`src/hdl/pidsep_pkg.sv`:
```
// Shared types and constants of the PID unit with integral separation.
// Used by pidsep_core and by the top level pid_with_integral_separation_unit.
// No dependencies.
package pidsep_pkg;

    localparam int SP_W       = 16;
    localparam int GAIN_W     = 24;
    localparam int BAND_W     = 16;
    localparam int LIMIT_W    = 21;
    localparam int DRIVE_W    = 24;
    localparam int STAT_W     = 2;
    localparam int CFG_IDX_W  = 3;
    localparam int CFG_DATA_W = 24;

    localparam int ERR_W      = 17;
    localparam int INT_W      = 22;
    localparam int ISUM_W     = INT_W + 1;
    localparam int SLOPE_W    = 26;
    localparam int DIFF_W     = ERR_W + 1;
    localparam int COEF_W     = 16;
    localparam int COEF_SH    = 16;
    localparam int FACC_W     = 44;
    localparam int FQ_W       = FACC_W - COEF_SH;
    localparam int TERM_W     = INT_W + 1;
    localparam int OACC_W     = 56;
    localparam int DQ_W       = OACC_W - 16;
    localparam int CNT_W      = 5;

    localparam logic [COEF_W-1:0] COEF_KEEP = 16'd45875;
    localparam logic [COEF_W-1:0] COEF_NEW  = 16'd19661;

    localparam logic signed [ERR_W-1:0] ERR_HI = {1'b0, {(ERR_W - 1){1'b1}}};
    localparam logic signed [ERR_W-1:0] ERR_LO = {1'b1, {(ERR_W - 1){1'b0}}};
    localparam logic signed [SLOPE_W-1:0] SLOPE_HI = {1'b0, {(SLOPE_W - 1){1'b1}}};
    localparam logic signed [SLOPE_W-1:0] SLOPE_LO = {1'b1, {(SLOPE_W - 1){1'b0}}};

    localparam logic [SP_W-1:0]    RST_SETPOINT = 16'd0;
    localparam logic [GAIN_W-1:0]  RST_KP       = 24'd98304;
    localparam logic [GAIN_W-1:0]  RST_KI       = 24'd655;
    localparam logic [GAIN_W-1:0]  RST_KD       = 24'd5734400;
    localparam logic [BAND_W-1:0]  RST_BAND     = 16'd1024;
    localparam logic [LIMIT_W-1:0] RST_LIMIT    = 21'd1024000;
    localparam logic [DRIVE_W-1:0] RST_OUT_MAX  = 24'd204800;

    typedef enum logic [CFG_IDX_W-1:0] {
        CFG_SETPOINT   = 3'd0,
        CFG_KP         = 3'd1,
        CFG_KI         = 3'd2,
        CFG_KD         = 3'd3,
        CFG_BAND       = 3'd4,
        CFG_LIMIT      = 3'd5,
        CFG_OUTPUT_MAX = 3'd6
    } cfg_idx_t;

    typedef enum logic [STAT_W-1:0] {
        STAT_OK   = 2'd0,
        STAT_HIGH = 2'd1,
        STAT_LOW  = 2'd2
    } clamp_stat_t;

    typedef enum logic [7:0] {
        ST_IDLE   = 8'b0000_0001,
        ST_ERR    = 8'b0000_0010,
        ST_INTEG  = 8'b0000_0100,
        ST_FILT   = 8'b0000_1000,
        ST_FROUND = 8'b0001_0000,
        ST_MUL    = 8'b0010_0000,
        ST_OROUND = 8'b0100_0000,
        ST_OUT    = 8'b1000_0000
    } state_t;

    typedef struct packed {
        logic [SP_W-1:0]    setpoint;
        logic [GAIN_W-1:0]  kp;
        logic [GAIN_W-1:0]  ki;
        logic [GAIN_W-1:0]  kd;
        logic [BAND_W-1:0]  band;
        logic [LIMIT_W-1:0] limit;
        logic [DRIVE_W-1:0] output_max;
    } cfg_t;

    typedef struct packed {
        logic idle;
        logic done;
    } core_flags_t;

    typedef struct packed {
        logic [DRIVE_W-1:0] drive;
        clamp_stat_t        status;
    } result_t;

endpackage

```
`src/hdl/pidsep_core.sv`:
```
// Sequencer and bit-serial datapath of the PID unit: error, integral, filtered slope
// and the gain products, one gain or coefficient bit per cycle.
// Depends on pidsep_pkg.
module pidsep_core #(
    parameter int SAMPLE_WIDTH       = 16,
    parameter int GAIN_FRACTION_BITS = 14
) (
    input  logic                             clk,
    input  logic                             rst_n,
    input  logic                             start,
    input  logic signed [SAMPLE_WIDTH-1:0]   meas,
    input  pidsep_pkg::cfg_t                 cfg,
    input  logic                             res_free,
    output pidsep_pkg::core_flags_t          flags,
    output pidsep_pkg::result_t              res
);
    import pidsep_pkg::*;

    localparam int DIFF_IN_W = ((SAMPLE_WIDTH > SP_W) ? SAMPLE_WIDTH : SP_W) + 1;
    localparam int RND_SH    = GAIN_FRACTION_BITS + 8;

    state_t state_reg, state_next;

    logic signed [SAMPLE_WIDTH-1:0] meas_reg;
    logic signed [ERR_W-1:0]        err_reg, err_next;
    logic signed [ERR_W-1:0]        prev_reg, prev_next;
    logic signed [INT_W-1:0]        integral_reg, integral_next;
    logic signed [SLOPE_W-1:0]      slope_reg, slope_next;
    logic signed [DIFF_W-1:0]       diff_reg, diff_next;
    logic signed [FACC_W-1:0]       facc_reg, facc_next;
    logic signed [OACC_W-1:0]       oacc_reg, oacc_next;
    logic signed [DQ_W-1:0]         dfull_reg, dfull_next;
    logic [GAIN_W-1:0]              sra_reg, sra_next;
    logic [GAIN_W-1:0]              srb_reg, srb_next;
    logic [GAIN_W-1:0]              src_reg, src_next;
    logic [CNT_W-1:0]               cnt_reg, cnt_next;

    logic signed [DIFF_IN_W-1:0]    raw_err;
    logic signed [ERR_W-1:0]        err_sat;
    logic [ERR_W-1:0]               err_mag;
    logic                           in_band;
    logic signed [ISUM_W-1:0]       isum;
    logic signed [ISUM_W-1:0]       lim_pos;
    logic signed [ISUM_W-1:0]       lim_neg;
    logic signed [INT_W-1:0]        isum_sat;
    logic signed [FACC_W-1:0]       f_add_a;
    logic signed [FACC_W-1:0]       f_add_b;
    logic signed [FACC_W-1:0]       f_rnd;
    logic signed [FQ_W-1:0]         f_q;
    logic signed [SLOPE_W-1:0]      f_sat;
    logic signed [TERM_W-1:0]       m_term;
    logic signed [OACC_W-1:0]       m_add_k;
    logic signed [OACC_W-1:0]       m_add_d;
    logic signed [OACC_W-1:0]       o_rnd;

    always_comb
    begin
        raw_err = DIFF_IN_W'(meas_reg) - DIFF_IN_W'($signed(cfg.setpoint));
        if (raw_err > DIFF_IN_W'(ERR_HI))
        begin
            err_sat = ERR_HI;
        end
        else if (raw_err < DIFF_IN_W'(ERR_LO))
        begin
            err_sat = ERR_LO;
        end
        else
        begin
            err_sat = ERR_W'(raw_err);
        end

        err_mag = err_reg[ERR_W-1] ? ERR_W'(-err_reg) : ERR_W'(err_reg);
        in_band = err_mag < {1'b0, cfg.band};
        isum    = ISUM_W'(integral_reg) + ISUM_W'(err_reg);
        lim_pos = $signed({{(ISUM_W - LIMIT_W){1'b0}}, cfg.limit});
        lim_neg = -lim_pos;
        if (isum > lim_pos)
        begin
            isum_sat = INT_W'(lim_pos);
        end
        else if (isum < lim_neg)
        begin
            isum_sat = INT_W'(lim_neg);
        end
        else
        begin
            isum_sat = INT_W'(isum);
        end

        f_add_a = sra_reg[GAIN_W-1] ? FACC_W'(slope_reg) : FACC_W'(0);
        f_add_b = srb_reg[GAIN_W-1] ? FACC_W'($signed({diff_reg, 8'h00})) : FACC_W'(0);
        f_rnd   = facc_reg + (FACC_W'(1) <<< (COEF_SH - 1));
        f_q     = FQ_W'(f_rnd >>> COEF_SH);
        if (f_q > FQ_W'(SLOPE_HI))
        begin
            f_sat = SLOPE_HI;
        end
        else if (f_q < FQ_W'(SLOPE_LO))
        begin
            f_sat = SLOPE_LO;
        end
        else
        begin
            f_sat = SLOPE_W'(f_q);
        end

        m_term  = (sra_reg[GAIN_W-1] ? TERM_W'(err_reg) : TERM_W'(0))
                + (srb_reg[GAIN_W-1] ? TERM_W'(integral_reg) : TERM_W'(0));
        m_add_k = OACC_W'($signed({m_term, 8'h00}));
        m_add_d = src_reg[GAIN_W-1] ? OACC_W'(slope_reg) : OACC_W'(0);
        o_rnd   = oacc_reg + (OACC_W'(1) <<< (RND_SH - 1));
    end

    always_comb
    begin
        state_next    = state_reg;
        err_next      = err_reg;
        prev_next     = prev_reg;
        integral_next = integral_reg;
        slope_next    = slope_reg;
        diff_next     = diff_reg;
        facc_next     = facc_reg;
        oacc_next     = oacc_reg;
        dfull_next    = dfull_reg;
        sra_next      = sra_reg;
        srb_next      = srb_reg;
        src_next      = src_reg;
        cnt_next      = cnt_reg;

        unique case (state_reg)
            ST_IDLE:
            begin
                if (start)
                begin
                    state_next = ST_ERR;
                end
            end
            ST_ERR:
            begin
                err_next   = err_sat;
                state_next = ST_INTEG;
            end
            ST_INTEG:
            begin
                integral_next = in_band ? isum_sat : INT_W'(0);
                diff_next     = DIFF_W'(err_reg) - DIFF_W'(prev_reg);
                prev_next     = err_reg;
                facc_next     = '0;
                sra_next      = {COEF_KEEP, {(GAIN_W - COEF_W){1'b0}}};
                srb_next      = {COEF_NEW, {(GAIN_W - COEF_W){1'b0}}};
                cnt_next      = CNT_W'(COEF_W - 1);
                state_next    = ST_FILT;
            end
            ST_FILT:
            begin
                facc_next = (facc_reg <<< 1) + f_add_a + f_add_b;
                sra_next  = sra_reg << 1;
                srb_next  = srb_reg << 1;
                cnt_next  = cnt_reg - CNT_W'(1);
                if (cnt_reg == '0)
                begin
                    state_next = ST_FROUND;
                end
            end
            ST_FROUND:
            begin
                slope_next = f_sat;
                oacc_next  = '0;
                sra_next   = cfg.kp;
                srb_next   = cfg.ki;
                src_next   = cfg.kd;
                cnt_next   = CNT_W'(GAIN_W - 1);
                state_next = ST_MUL;
            end
            ST_MUL:
            begin
                oacc_next = (oacc_reg <<< 1) + m_add_k + m_add_d;
                sra_next  = sra_reg << 1;
                srb_next  = srb_reg << 1;
                src_next  = src_reg << 1;
                cnt_next  = cnt_reg - CNT_W'(1);
                if (cnt_reg == '0)
                begin
                    state_next = ST_OROUND;
                end
            end
            ST_OROUND:
            begin
                dfull_next = DQ_W'(o_rnd >>> RND_SH);
                state_next = ST_OUT;
            end
            ST_OUT:
            begin
                if (res_free)
                begin
                    state_next = ST_IDLE;
                end
            end
            default:
            begin
                state_next = ST_IDLE;
            end
        endcase
    end

    always_comb
    begin
        priority if (dfull_reg[DQ_W-1])
        begin
            res.drive  = '0;
            res.status = STAT_LOW;
        end
        else if (dfull_reg > DQ_W'(cfg.output_max))
        begin
            res.drive  = cfg.output_max;
            res.status = STAT_HIGH;
        end
        else
        begin
            res.drive  = DRIVE_W'(dfull_reg);
            res.status = STAT_OK;
        end
        flags.idle = (state_reg == ST_IDLE);
        flags.done = (state_reg == ST_OUT) && res_free;
    end

    always_ff @(posedge clk or negedge rst_n)
    begin
        if (!rst_n)
        begin
            state_reg    <= ST_IDLE;
            prev_reg     <= '0;
            integral_reg <= '0;
            slope_reg    <= '0;
        end
        else
        begin
            state_reg    <= state_next;
            prev_reg     <= prev_next;
            integral_reg <= integral_next;
            slope_reg    <= slope_next;
        end
    end

    always_ff @(posedge clk)
    begin
        if (start && (state_reg == ST_IDLE))
        begin
            meas_reg <= meas;
        end
        err_reg   <= err_next;
        diff_reg  <= diff_next;
        facc_reg  <= facc_next;
        oacc_reg  <= oacc_next;
        dfull_reg <= dfull_next;
        sra_reg   <= sra_next;
        srb_reg   <= srb_next;
        src_reg   <= src_next;
        cnt_reg   <= cnt_next;
    end

endmodule

```
`src/hdl/pid_with_integral_separation_unit.sv`:
```
// An item steps through ERR, INTEG, FILT, FROUND, MUL, OROUND and OUT to the output
// register. Items are taken only in IDLE; the pace is set by the 16-step serial filter
// and 24-step serial gain multiplies, which share one set of gain shift registers.
// A finished result waits in the output register while the next item is accepted.
// Reset clears the state (integral, slope, last error) and loads the default registers.
// Top level: stream ports, configuration registers and output register; uses pidsep_core.
module pid_with_integral_separation_unit #(
    parameter int SAMPLE_WIDTH       = 16,
    parameter int GAIN_FRACTION_BITS = 14
) (
    input  logic                                     clk,
    input  logic                                     rst_n,
    input  logic                                     s_axis_tvalid,
    output logic                                     s_axis_tready,
    // Fields from bit 0: measurement.
    input  logic [((SAMPLE_WIDTH + 7) / 8) * 8 - 1:0] s_axis_tdata,
    output logic                                     m_axis_tvalid,
    input  logic                                     m_axis_tready,
    // Fields from bit 0: drive.
    output logic [pidsep_pkg::DRIVE_W-1:0]           m_axis_tdata,
    // Fields from bit 0: clamp_status.
    output logic [pidsep_pkg::STAT_W-1:0]            m_axis_tuser,
    input  logic                                     cfg_valid,
    output logic                                     cfg_ready,
    input  logic [pidsep_pkg::CFG_IDX_W-1:0]         cfg_index,
    input  logic [pidsep_pkg::CFG_DATA_W-1:0]        cfg_data
);
    import pidsep_pkg::*;

    cfg_t        cfg_reg;
    core_flags_t flags;
    result_t     res;
    logic        start;
    logic        res_free;
    logic        out_valid_reg;
    result_t     out_reg;

    assign cfg_ready     = 1'b1;
    assign s_axis_tready = flags.idle;
    assign start         = s_axis_tvalid && s_axis_tready;
    assign res_free      = !out_valid_reg || m_axis_tready;
    assign m_axis_tvalid = out_valid_reg;
    assign m_axis_tdata  = out_reg.drive;
    assign m_axis_tuser  = out_reg.status;

    pidsep_core #(
        .SAMPLE_WIDTH       (SAMPLE_WIDTH),
        .GAIN_FRACTION_BITS (GAIN_FRACTION_BITS)
    ) u_core (
        .clk      (clk),
        .rst_n    (rst_n),
        .start    (start),
        .meas     ($signed(s_axis_tdata[SAMPLE_WIDTH-1:0])),
        .cfg      (cfg_reg),
        .res_free (res_free),
        .flags    (flags),
        .res      (res)
    );

    always_ff @(posedge clk or negedge rst_n)
    begin
        if (!rst_n)
        begin
            cfg_reg.setpoint   <= RST_SETPOINT;
            cfg_reg.kp         <= RST_KP;
            cfg_reg.ki         <= RST_KI;
            cfg_reg.kd         <= RST_KD;
            cfg_reg.band       <= RST_BAND;
            cfg_reg.limit      <= RST_LIMIT;
            cfg_reg.output_max <= RST_OUT_MAX;
        end
        else if (cfg_valid && cfg_ready)
        begin
            unique case (cfg_idx_t'(cfg_index))
                CFG_SETPOINT:   cfg_reg.setpoint   <= cfg_data[SP_W-1:0];
                CFG_KP:         cfg_reg.kp         <= cfg_data[GAIN_W-1:0];
                CFG_KI:         cfg_reg.ki         <= cfg_data[GAIN_W-1:0];
                CFG_KD:         cfg_reg.kd         <= cfg_data[GAIN_W-1:0];
                CFG_BAND:       cfg_reg.band       <= cfg_data[BAND_W-1:0];
                CFG_LIMIT:      cfg_reg.limit      <= cfg_data[LIMIT_W-1:0];
                CFG_OUTPUT_MAX: cfg_reg.output_max <= cfg_data[DRIVE_W-1:0];
                default:        cfg_reg            <= cfg_reg;
            endcase
        end
    end

    always_ff @(posedge clk or negedge rst_n)
    begin
        if (!rst_n)
        begin
            out_valid_reg <= 1'b0;
        end
        else if (flags.done)
        begin
            out_valid_reg <= 1'b1;
        end
        else if (m_axis_tready)
        begin
            out_valid_reg <= 1'b0;
        end
    end

    always_ff @(posedge clk)
    begin
        if (flags.done)
        begin
            out_reg <= res;
        end
    end

endmodule
```
`config.mk`:
```
export PLATFORM = sky130hd
export DESIGN_NAME = pid_with_integral_separation_unit
export DESIGN_NICKNAME = d
export VERILOG_FILES = /design/src/hdl/pidsep_pkg.sv /design/src/hdl/pidsep_core.sv /design/src/hdl/pid_with_integral_separation_unit.sv
export SDC_FILE = /design/constraint.sdc
export NUM_CORES = 1
export LEC_CHECK = 0
export ABC_AREA = 1
export BUFFER_PORTS_ARGS = -buffer_cell sky130_fd_sc_hd__buf_2
export CAP_MARGIN = 20
export CORE_MARGIN = 2
export CORE_UTILIZATION = 30
export DETAILED_ROUTE_END_ITERATION = 8
export PLACE_DENSITY = 0.55
export SETUP_SLACK_MARGIN = 0.4
export SLEW_MARGIN = 20
export SYNTH_ARGS = -nofsm -noshare
export SYNTH_HDL_FRONTEND = slang
export SYNTH_SLANG_ARGS = --single-unit
```
`constraint.sdc`:
```
create_clock -name clk -period 6.61 [get_ports clk]
set_input_delay 0 -clock clk [delete_from_list [all_inputs] [get_ports clk]]
set_output_delay 0 -clock clk [all_outputs]
set_load 0.02 [all_outputs]
```
# == Yosys cells after proc, flatten, opt, wreduce, memory -nomap -nowiden ==
# Cells that the tools add are included.
# word_totals
mem_count,0
out_inout_bits,29
rom_bits,0
input_bits,48
wordCells,109
reg_bits,511
ramBits,0
latchBits,0
# classes
n_bitwise,0
div_mod_pow,0
mul,0
magnitude_cmp,8
n_addsub,13
shift,0
n_eq_ne,18
reduce_logical,20
mux,26
# ops
operator,count
case mux 24 bit (3 select lines),2
case mux 56 bit (2 select lines),1
adder 44 bit,2
two-way mux 44 bit,2
case mux 44 bit (2 select lines),1
two-way mux 26 bit,3
two-way mux 22 bit,3
case mux 8 bit (8 select lines),1
"adder 56 x 23 -> 56 bit, second input constant",1
adder 56 x 31 -> 56 bit,1
adder 56 bit,1
two-way mux 56 bit,1
case mux 24 bit (2 select lines),1
two-way mux 23 bit,2
"adder 44 x 17 -> 44 bit, second input constant",1
greater-than comparator 40 x 24 -> 1 bit,1
two-way mux 17 bit,2
two-way mux 8 bit,4
"greater-than comparator 28 x 26 -> 1 bit, second input constant",1
"< comparator 28 x 26 -> 1 bit, second input constant",1
adder 22 x 17 -> 23 bit,1
adder 23 bit,1
greater-than comparator 23 x 22 -> 1 bit,1
< comparator 23 bit,1
other kinds (32),49

# == Logic depth before layout (Yosys ltp) ==
# depth
word_depth,5
mapped_depth,31
mapped_depth_nobuf,29

# == Cells and area by module ==
# From an unflattened synthesis, not the netlist that was laid out.
# unflattened
hier_cells,5038
hier_area_um2,38236.7
# modules_own_cells
mod,seq_area_each_um2,n_inst,cells_each,area_each_um2
pidsep_core,9695.5,1,4349,31582.8
pid_with_integral_separation_unit,4564.4,1,689,6653.9

# == Worst setup path before layout ==
# OpenSTA, ideal clock, no wires.
# synth_path
path_kind,reg2reg
from,register u_core.err_reg[16]
to,"register u_core.oacc_reg[47], data pin"
n_path_buf,1
slack_ps,523
path_stages_with_launch,27
setup_ps,253
period_less_slack_ps,6087
required_ps,6357
arrival_time_ps,5834
path_cell_list,edfxtp_1 > clkbuf_1 > nand2_1 > inv_1 > ha_1 > nand2_1 > nor4_1 > nand4_1 > nand3_1 > nand2_1 > nand2_1 > nand2_1 > a22oi_1 > fa_1 > inv_1 > ha_1 > nand2_1 > nor2_1 > inv_1 > nor4_1 > nand3_1 > nand3_1 > nand3_1 > nand2_1 > nand2_1 > nand2_1 > nor2_1
# synth_between
elab_chain_len,5
# synth_rtl
element,line_no,source
from (decl),pidsep_core.sv:25,"logic signed [ERR_W-1:0] err_reg, err_next;"
from (signal assigned),pidsep_core.sv:251,err_reg <= err_next;
two-way mux 23 bit,pidsep_core.sv:107,m_term = (sra_reg[GAIN_W-1] ? TERM_W'(err_reg) : TERM_W'(0))
adder 23 bit,pidsep_core.sv:108,+ (srb_reg[GAIN_W-1] ? TERM_W'(integral_reg) : TERM_W'(0));
adder 56 x 31 -> 56 bit,pidsep_core.sv:177,oacc_next = (oacc_reg <<< 1) + m_add_k + m_add_d;
adder 56 bit,pidsep_core.sv:177,
case mux 56 bit (2 select lines),pidsep_core.sv:130,unique case (state_reg)
to (signal assigned),pidsep_core.sv:254,oacc_reg <= oacc_next;
to (decl),pidsep_core.sv:31,"logic signed [OACC_W-1:0] oacc_reg, oacc_next;"
# Every way passes these cells.
# A chain may end at the register's enable or synchronous reset.

# == Worst setup path in the final report ==
# layout_path
from,register u_core.srb_reg[23]
to,"register u_core.oacc_reg[48], data pin"
# layout_between
elab_chain_len,5
# layout_rtl
element,line_no,source
from (decl),pidsep_core.sv:34,"logic [GAIN_W-1:0] srb_reg, srb_next;"
from (signal assigned),pidsep_core.sv:257,srb_reg <= srb_next;
two-way mux 23 bit,pidsep_core.sv:108,
adder 23 bit,pidsep_core.sv:108,
adder 56 x 31 -> 56 bit,pidsep_core.sv:177,
adder 56 bit,pidsep_core.sv:177,
case mux 56 bit (2 select lines),pidsep_core.sv:130,
# Every way passes these cells.

==> out/qor.yml <==
placed_design:
  place_ws_ns: 1.12
  io_buffer_count: 75
  globalplace.congestion: 0.919
  placed_cells: 6375
  dp_hpwl_um: 85700
final_layout:
  largest_register_ffs: 149
  seq_area_um2: 14300
  instances_no_fill: 6538
  multi_input_area_um2: 19400
  nets: 5262
  area_delta_synth_final_pct: 13.2
  fillers: 13231
  diodes: 0
  drive_above_1_share_pct: 6.57
run:
  max-cap-violations: 0
logic_synthesis:
  yosysMostFrequentCell: "nand2_1"
  synth_top_cell_by_area: "edfxtp_1"
  synth_edf_count: 288
  synthesis.nets: 5129
  async_flop_share_pct: 43.6
  synth_warnings: 0
  synth_ff_type: "edfxtp_1"
  yosysTopAreaCellShare_pct: 23.3
  synth.cell_area_um2: 37100
  avgSynthCellArea_um2: 7.87
  synth.distinct_cells: 59
  ys_ff_latch: 511
  synthTopCellsByCount: "nand2_1, inv_1, o21ai_0"
  seq_area_frac_synth_pct: 38.4
  synth_cells: 4718
  synth_area_leaders: "edfxtp_1, dfrtp_1, nand2_1"
timing:
  min_period_over_period_pct: 83.2
  relSlewSlack_pct: 37.6
  whs_ns: -0.0573
  worst_clock_skew_ns: 0.0416
  rsz0062_at_grt: "false"
  fin_tns_setup_ns: 0
  drv_slew: 0
  worstMarginPinSlew_ns: 0.934
  finalHoldViolations: 11
  setup-violations-final: 0
  finalCriticalPeriod_ns: 5.50
  max_freq_mhz: 182
  layout_setup_ws_ns: 1.11
grt:
  grt_max_degree: 111
  overflow: 0
  grt_pass1_wl_um: 176000
  grt_usage_pct: 17.8
  antenna_found_initial: 1
  grt_pass1_vias: 30837
clock_tree:
  cts_inserted_buffers: 58
  htreeDepth: 2
  cts_tree: "done"
  root_buffer: "clkbuf_16"
  clk_path_buf_depth: 3
  ctsResizeCount: 0
  clock_latency_ns: 0.67
  clk_pin_slew_ns: 0.06
  cts.sinks: 511
run_status:
  status: "finished with violations"
  violations: "negative hold slack"
routing:
  firstDrtPassIters: 5
  wl_um: 113000
  drtAntennaViolNets: 0
  vias: 31440
  routedWlPerCell_um: 17.2
  drtIter0Drc: 2411
  via_per_inst: 4.81
  drc: 0
critical_path:
  critPathMostFrequentCell: "nand2_1"
  worstPathArrival_ns: 5.91
  path_buf_inv: 6
  worstPathRequired_ns: 7.02
  start_kind: "register"
  crit_type: "register to register"
  endpoint_kind: "register"
  cpMaxStageDelayCell: "edfxtp_1"
  max_stage_delay_ns: 0.81
  critPathMaxFanout: 26
  critPathTopFamily: "simple AND/OR/NAND/NOR gates"
worst_hold_path:
  min_path_type: "input port to async pin"
floorplan:
  coreArea_um2: 123000
  placementRows: 129
  dieWidth_um: 356
  die-area_um2: 127000
  start_util_pct: 30.1
  die_h_um: 356
  io_pins: 77
pwr:
  powerDensity_nw_per_um2: 421
  vdd_drop_max_mv: 0.231
  p_leak_nw: 20.1
==> report_power, final <==
part	internal (mW)	total, mW	leakage (nW)	switching (mW)
clock	1.93	3.37	0.984	1.44
combinational	3.18	9.89	13.8	6.71
sequential	4.02	4.42	5.31	0.407
==> kinds of logic after synthesis <==
family / after synthesis / share of synthesized area [%]
fa+ha+maj: 363 / 14.0
buf+inv: 917 / 9.49
flops: 511 / 38.4
simple gates: 1854 / 20.8
other cells: 1 / 0.0101
compound gates: 915 / 13.6
xor+xnor: 157 / 3.70
==> metrics by stage <==
step                      total power [mW]  cell area (um^2)  util, %
after floorplan                       11.4             37100        -
after CTS                             17.7             42000     34.1
after detailed placement              14.2             39500     32.0
after global routing                  19.4             42000     34.1
final                                 17.7             42000     34.1
after global placement                14.2             39500     32.0
==> area by class of cell <==
| type | count | share of cell area [%] |
|---|---|---|
| multi-input cells | 3290 | 46.2 |
| clock inverters | 25 | 0.578 |
| clock buffers | 85 | 4.16 |
| well taps | 1637 | 4.87 |
| flip-flops and latches | 511 | 33.9 |
| inverters | 817 | 7.30 |
| repair buffers | 173 | 2.98 |
==> what timing repair did <==
item,4_1_cts,5_1_grt
setup endpoints to repair,0,0
hold endpoints to repair,293,0
buffers inserted,0,0
hold buffers,53,0
==> cells in the final DEF, fill, tap and decap left out, types with 13 or more instances in the layout <==
cell type      instances
clkbuf_1              13
nand2_1             1103
clkinv_2              13
dfstp_2               25
a21oi_1              343
a22o_1                29
dfrtp_1              198
nand3_1              173
ha_1                 275
nor4_1                23
o21a_1                28
buf_2                 74
o21bai_1              19
a21o_1                22
xnor2_1               28
fa_1                  88
a21oi_2               20
a31oi_1               25
clkbuf_16             63
nand4_1               56
inv_1                802
xor2_1               129
nor2_1               376
o21ai_0              390
buf_4                 45
edfxtp_1             288
dlygate4sd3_1         53
nor3_1                64
==> final timing paths <==
kind / from / end / slack (ns) / cells after the start
min in group clk: s_axis_tdata[3] / u_core.meas_reg[3]$_DFFE_PP_ / 0.04 / 2
max in group asynchronous: rst_n / u_core.slope_reg[22]$_DFFE_PN0N_ / 5.05 / 3
max: u_core.srb_reg[23]$_DFFE_PP_ / u_core.oacc_reg[48]$_SDFFCE_PN0P_ / 1.11 / 27
min reg2reg: cfg_reg[68]$_DFFE_PN0P_ / cfg_reg[68]$_DFFE_PN0P_ / 0.48 / 2
max reg2reg: u_core.srb_reg[23]$_DFFE_PP_ / u_core.oacc_reg[48]$_SDFFCE_PN0P_ / 1.11 / 27
min: rst_n / cfg_reg[120]$_DFFE_PN0P_ / -0.06 / 2
==> per-layer routing <==
metal,track usage (%),up-vias,routed length [um]
met1,24.5,14888,52600
met4,5.84,0,3750
met3,2.62,160,5830
met5,0,-,0
met2,28.5,711,50500
li1,-,15681,-
(Power assumes the default switching activity.)
